[config.mk]
export PLATFORM = sky130hd
export DESIGN_NAME = positional_list_engine_core
export DESIGN_NICKNAME = d
export VERILOG_FILES = /design/src/ple_pkg.sv /design/src/ple_cell.sv /design/src/ple_ctrl.sv /design/src/positional_list_engine_core.sv
export SDC_FILE = /design/constraint.sdc
export NUM_CORES = 1
export LEC_CHECK = 0
export BUFFER_PORTS_ARGS = -buffer_cell sky130_fd_sc_hd__buf_2
export CAP_MARGIN = 20
export CORE_MARGIN = 2
export CORE_UTILIZATION = 45
export DETAILED_ROUTE_END_ITERATION = 6
export HOLD_SLACK_MARGIN = 0.02
export PLACE_DENSITY = 0.72
export RECOVER_POWER = 50
export SETUP_SLACK_MARGIN = 0.3
export SYNTH_ARGS = -nofsm -noshare
export SYNTH_HDL_FRONTEND = slang
export SYNTH_HIERARCHICAL = 1
export SYNTH_SLANG_ARGS = --single-unit
[constraint.sdc]
create_clock -name aclk -period 4.1 [get_ports aclk]
set_clock_uncertainty 0.15 [all_clocks]
set_input_delay 0.41 -clock aclk [delete_from_list [all_inputs] [get_ports aclk]]
set_output_delay 0.41 -clock aclk [all_outputs]
set_load 0.05 [all_outputs]
[src/ple_pkg.sv]
`timescale 1ns / 1ps
// Shared types and constants for the positional list engine.
// No dependencies; used by every module under src.
package ple_pkg;

    localparam int PLE_CAPACITY = 32;
    localparam int VALUE_W      = 32;
    localparam int POS_W        = 8;
    localparam int COUNT_OUT_W  = 6;

    typedef enum logic [2:0] {
        MODE_INS_FRONT = 3'd0,
        MODE_INS_BACK  = 3'd1,
        MODE_INS_POS   = 3'd2,
        MODE_DEL_FRONT = 3'd3,
        MODE_DEL_BACK  = 3'd4,
        MODE_DEL_POS   = 3'd5
    } mode_t;

    typedef enum logic [1:0] {
        ST_DONE   = 2'd0,
        ST_BADPOS = 2'd1,
        ST_FULL   = 2'd2,
        ST_EMPTY  = 2'd3
    } status_t;

    typedef enum logic [1:0] {
        SHIFT_HOLD   = 2'd0,
        SHIFT_INSERT = 2'd1,
        SHIFT_DELETE = 2'd2
    } shift_op_t;

    // Command broadcast from the controller to every cell of the chain.
    typedef struct packed {
        shift_op_t        op;
        logic [POS_W-1:0] idx;
    } shift_ctrl_t;

    typedef struct packed {
        logic [2:0]                mode;
        logic signed [VALUE_W-1:0] value;
        logic [POS_W-1:0]          position;
    } in_item_t;

    typedef struct packed {
        logic [1:0]             status;
        logic [COUNT_OUT_W-1:0] element_count;
    } out_item_t;

endpackage

[src/ple_cell.sv]
`timescale 1ns / 1ps
// One storage cell of the positional list chain.
// Depends on ple_pkg for the shift command type.
module ple_cell
    import ple_pkg::*;
#(
    parameter int CELL_INDEX = 0
) (
    input  logic                      aclk,
    input  shift_ctrl_t               ctrl,
    input  logic signed [VALUE_W-1:0] ins_value,
    input  logic signed [VALUE_W-1:0] prev_data,
    input  logic signed [VALUE_W-1:0] next_data,
    output logic signed [VALUE_W-1:0] data_q
);

    localparam logic [POS_W-1:0] MY_IDX = POS_W'(CELL_INDEX);

    logic signed [VALUE_W-1:0] data_reg;
    logic signed [VALUE_W-1:0] data_next;

    always_comb begin
        data_next = data_reg;
        case (ctrl.op)
            SHIFT_INSERT: begin
                if (MY_IDX == ctrl.idx) begin
                    data_next = ins_value;
                end else if (MY_IDX > ctrl.idx) begin
                    data_next = prev_data;
                end
            end
            SHIFT_DELETE: begin
                // close the gap: take from the back neighbor
                if (MY_IDX >= ctrl.idx) begin
                    data_next = next_data;
                end
            end
            default: data_next = data_reg;
        endcase
    end

    always_ff @(posedge aclk) begin
        data_reg <= data_next;
    end

    assign data_q = data_reg;

endmodule

[src/ple_ctrl.sv]
`timescale 1ns / 1ps
// Request decode for the positional list: position checks, status,
// next element count and the shift command for the cell chain. Uses ple_pkg.
module ple_ctrl
    import ple_pkg::*;
#(
    parameter int CAPACITY = PLE_CAPACITY,
    parameter int CNT_W    = $clog2(CAPACITY + 1)
) (
    input  logic             fire,
    input  in_item_t         req,
    input  logic [CNT_W-1:0] count,
    output shift_ctrl_t      ctrl,
    output status_t          status,
    output logic [CNT_W-1:0] count_next
);

    localparam logic [CNT_W-1:0] CAP_C = CNT_W'(CAPACITY);

    logic [POS_W:0] cnt_ext;
    logic [POS_W:0] pos_ext;
    logic           pos_ok_ins;
    logic           pos_ok_del;
    logic           full;
    logic           empty;
    shift_op_t      op;
    logic [POS_W-1:0] idx;

    always_comb begin
        cnt_ext    = (POS_W + 1)'(count);
        pos_ext    = {1'b0, req.position};
        pos_ok_ins = (pos_ext != '0) && (pos_ext <= cnt_ext + 1'b1);
        pos_ok_del = (pos_ext != '0) && (pos_ext <= cnt_ext);
        full       = (count == CAP_C);
        empty      = (count == '0);
    end

    always_comb begin
        op     = SHIFT_HOLD;
        idx    = '0;
        status = ST_DONE;
        case (req.mode)
            MODE_INS_FRONT, MODE_INS_BACK, MODE_INS_POS: begin
                if (req.mode == MODE_INS_BACK) begin
                    idx = POS_W'(count);
                end else if (req.mode == MODE_INS_POS) begin
                    idx = req.position - 1'b1;
                end
                if (req.mode == MODE_INS_POS && !pos_ok_ins) begin
                    status = ST_BADPOS;
                end else if (full) begin
                    status = ST_FULL;
                end else begin
                    op = SHIFT_INSERT;
                end
            end
            MODE_DEL_FRONT, MODE_DEL_BACK, MODE_DEL_POS: begin
                if (req.mode == MODE_DEL_BACK) begin
                    idx = POS_W'(count) - 1'b1;
                end else if (req.mode == MODE_DEL_POS) begin
                    idx = req.position - 1'b1;
                end
                if (empty) begin
                    status = ST_EMPTY;
                end else if (req.mode == MODE_DEL_POS && !pos_ok_del) begin
                    status = ST_BADPOS;
                end else begin
                    op = SHIFT_DELETE;
                end
            end
            default: status = ST_BADPOS;
        endcase
    end

    always_comb begin
        ctrl.op  = fire ? op : SHIFT_HOLD;
        ctrl.idx = idx;
        case (op)
            SHIFT_INSERT: count_next = count + 1'b1;
            SHIFT_DELETE: count_next = count - 1'b1;
            default:      count_next = count;
        endcase
    end

endmodule

[src/positional_list_engine_core.sv]
`timescale 1ns / 1ps
// Positional list engine: an ordered list of signed 32-bit values kept in a
// shifting chain of CAPACITY cells. Uses ple_pkg, ple_ctrl and ple_cell.
//
// Usage:
//   Requests arrive on s_valid/s_ready/s_payload with a mode (insert front,
//   insert back, insert at position, delete front, delete back, delete at
//   position), a value and a 1-based position. Each request gives exactly
//   one result on m_valid/m_ready/m_payload: a status (done, invalid
//   position, list full, list empty) and the element count afterward.
//   The result is registered at the edge that accepts the request; throughput
//   is one request per cycle unless the receiver stalls, since every cell
//   loads its new entry from itself, its front neighbor, its back neighbor or
//   the request value in the same cycle.
//   A held result register parts the two sides: a new request is taken
//   while the result is taken in the same cycle; while the receiver stalls
//   s_ready stays low and the result holds.
//   Reset (aresetn low, synchronous) empties the list and drops any pending
//   result. Cell contents are undefined until written and never observed.
module positional_list_engine_core
    import ple_pkg::*;
#(
    parameter int CAPACITY = PLE_CAPACITY
) (
    input  logic      aclk,
    input  logic      aresetn,
    input  logic      s_valid,
    output logic      s_ready,
    input  in_item_t  s_payload,
    output logic      m_valid,
    input  logic      m_ready,
    output out_item_t m_payload
);

    localparam int CNT_W = $clog2(CAPACITY + 1);

    logic [CNT_W-1:0] count_reg;
    logic [CNT_W-1:0] count_next;
    logic             m_valid_reg;
    logic             m_valid_next;
    out_item_t        result_reg;
    out_item_t        result_next;

    logic        fire;
    shift_ctrl_t ctrl;
    status_t     status;
    logic [CNT_W-1:0] ctrl_count;

    logic signed [VALUE_W-1:0] cell_q [CAPACITY];

    assign s_ready = !m_valid_reg || m_ready;
    assign fire    = s_valid && s_ready;

    ple_ctrl #(
        .CAPACITY (CAPACITY),
        .CNT_W    (CNT_W)
    ) u_ctrl (
        .fire       (fire),
        .req        (s_payload),
        .count      (count_reg),
        .ctrl       (ctrl),
        .status     (status),
        .count_next (ctrl_count)
    );

    for (genvar i = 0; i < CAPACITY; i++) begin : g_cell
        logic signed [VALUE_W-1:0] prev_d;
        logic signed [VALUE_W-1:0] next_d;

        if (i == 0) begin : g_first
            assign prev_d = s_payload.value;
        end else begin : g_mid_prev
            assign prev_d = cell_q[i-1];
        end

        if (i == CAPACITY - 1) begin : g_last
            assign next_d = cell_q[i];
        end else begin : g_mid_next
            assign next_d = cell_q[i+1];
        end

        ple_cell #(
            .CELL_INDEX (i)
        ) u_cell (
            .aclk      (aclk),
            .ctrl      (ctrl),
            .ins_value (s_payload.value),
            .prev_data (prev_d),
            .next_data (next_d),
            .data_q    (cell_q[i])
        );
    end

    always_comb begin
        count_next   = count_reg;
        m_valid_next = m_valid_reg && !m_ready;
        result_next  = result_reg;
        if (fire) begin
            count_next                = ctrl_count;
            m_valid_next              = 1'b1;
            result_next.status        = status;
            result_next.element_count = COUNT_OUT_W'(ctrl_count);
        end
    end

    always_ff @(posedge aclk) begin
        if (!aresetn) begin
            count_reg   <= '0;
            m_valid_reg <= 1'b0;
        end else begin
            count_reg   <= count_next;
            m_valid_reg <= m_valid_next;
        end
    end

    always_ff @(posedge aclk) begin
        result_reg <= result_next;
    end

    assign m_valid   = m_valid_reg;
    assign m_payload = result_reg;

endmodule
==> summary.txt <==
clk buf depth: 2
fin. max-slew vios: 0
Final GP Congestion: 0.777
crit-path cells: inv_2 > nor3_4 > nand3_1 > xnor2_1 > ha_1 > nand4b_1 > buf_4 > a221o_1 > nand2_1 > a21o_1 > ha_4 > clkinvlp_4 > fa_2 > inv_1 > a21o_1 > a21oi_1 > xor2_1 > o21ai_1 > nand2_1 > mux2i_1
Avg WL per Cell: 14.8 um
crit-path max cell delay: 0.37 ns
number of global-route vias before repair: 1186
Sequential Area: 389 um^2
critical path's slowest cell: fa_2
GRT Residual Overflow: 0
CP Launch Type: register
Setup-failing EPs final: 0
boundary pin count: 57
Pleak: 0.000705 uW
CTS H-tree depth: 1
Yosys warnings: 6
Tcrit/Tclk final: 91.9%
cts bufs inserted: 3
PwrDens: 221 mW/mm^2
placed cells: 226
Crit path required time: 4.15 ns
Worst EP arrival: 3.82 ns
global-route wire length before repair: 5.20 mm
row cnt: 20
Die W: 60.5 um
leading cell type in the layout, fill and taps excluded: nand2_1
routed wire length: 3.47 mm
Root Buffer: clkbuf_4
Syn-to-layout area delta: 23.3%
starting density of the core: 47.0%
CTS tree: done
synthesized instance count: 162
DRT Pass-1 Iters: 4
HPWL Detailed: 2.59 mm
total power: 391 uW
fillers: 285
maximum vdd ir drop: 0.000119 V
initial antenna violation count: 0
Cell Area, Synth: 0.00144 mm^2
die height: 60.5 um
fraction of layout cells with a size suffix above 1: 29.8%
CP bufs+invs: 4
Die ar.: 0.00366 mm^2
crit path capture type: register
Tmin final: 3.77 ns
commonest non-fill, non-tap cells in the layout: 21 x nand2_1, 17 x buf_2, 15 x ha_1
post-route antenna net violation count: 0
syn avg cell area: 8.87 um^2
clock slew at reported path FFs: 0.08 ns
Nets: 261
crit path max fanout: 5
drt initial violations: 107
final hold vios: 0
final setup TNS: 0 ns
CP delay by family, top: adder cells
CP Class: register to register
ant diodes: 0
Largest register FFs: 8
Slew headroom: 35.3%
Hold WS: 0.243 ns
gr usage total: 18.6%
Core Area: 0.00305 mm^2
Final Non-Filler Cells: 235
DRC: 0
footprint of the multi-input gates: 0.00104 mm^2
vias: 1303
CTS Sinks: 15
fmax: 265 MHz
syn nets: 231
Hold Crit Class: input port to register
status: completed
Slew @ Worst Pin: 0.970 ns
RSZ-0062 raised after global routing: yes
Max-Cap Viols: 0
clk_lat worst skew: 0.28 ns
largest net degree at the start of global routing: 15
Via-to-Cell Ratio: 5.54
I/O Buffers: 24
path summary, 6_finish.rpt:
kind	slack [ns]	startpoint	depth (start not counted)	endpoint
worst max-delay path	0.33	count_reg[4]	20	count_reg[4]
worst min-delay path	0.24	s_valid	3	m_valid
worst max register to register	0.33	count_reg[4]	20	count_reg[4]
worst min register to register	0.36	m_valid	2	m_valid
metrics by stage:
| stage | utilization [%] | worst slack, ns | cell area [um^2] |
|---|---|---|---|
| 2_1_floorplan | - | 0.455 | 1440 |
| 3_3_place_gp | 52.7 | 0.151 | 1610 |
| 3_5_place_dp | 52.7 | 0.0445 | 1610 |
| 4_1_cts | 53.9 | 0.274 | 1650 |
| 5_1_grt | 58.0 | 0.169 | 1770 |
| 6_report | 58.0 | 0.330 | 1770 |
per-layer routing:
metal,vias to the layer above,track usage (%),share of wire (%)
met5,-,0,0
met4,0,2.48,0.84
met3,4,3.41,4.7
met2,42,34.9,52
met1,613,22.8,42
li1,644,-,-
report_power, final:
part / total (uW) / internal (uW) / switching, uW
clock: 81.3 / 37.8 / 43.6
combinational: 137 / 49.9 / 87.1
sequential: 173 / 168 / 4.67
worst register-to-register path, stage by stage (launching register included):
cell and delay [ns]:
dfxtp_1 0.35, inv_2 0.07, nor3_4 0.20, nand3_1 0.12
xnor2_1 0.14, ha_1 0.29, nand4b_1 0.14, buf_4 0.18
a221o_1 0.31, nand2_1 0.10, a21o_1 0.15, ha_4 0.21
clkinvlp_4 0.15, fa_2 0.37, inv_1 0.06, a21o_1 0.10
a21oi_1 0.07, xor2_1 0.14, o21ai_1 0.20, nand2_1 0.07
mux2i_1 0.13
what timing repair did:
| action | in CTS | in global routing |
|---|---|---|
| setup endpoints to repair | 5 | 8 |
| pin swaps | 1 | 15 |
| setup buffers | 0 | 5 |
| hold buffers | 0 | 0 |
| gates resized for setup | 6 | 22 |
layout make-up:
cell class | count | area share, %
clock buffers | 4 | 1.48
inverters | 16 | 3.75
multi-input cells | 121 | 58.7
flip-flops and latches | 15 | 22.0
well taps | 44 | 3.11
repair buffers | 35 | 11.0
(Power assumes the default switching activity.)
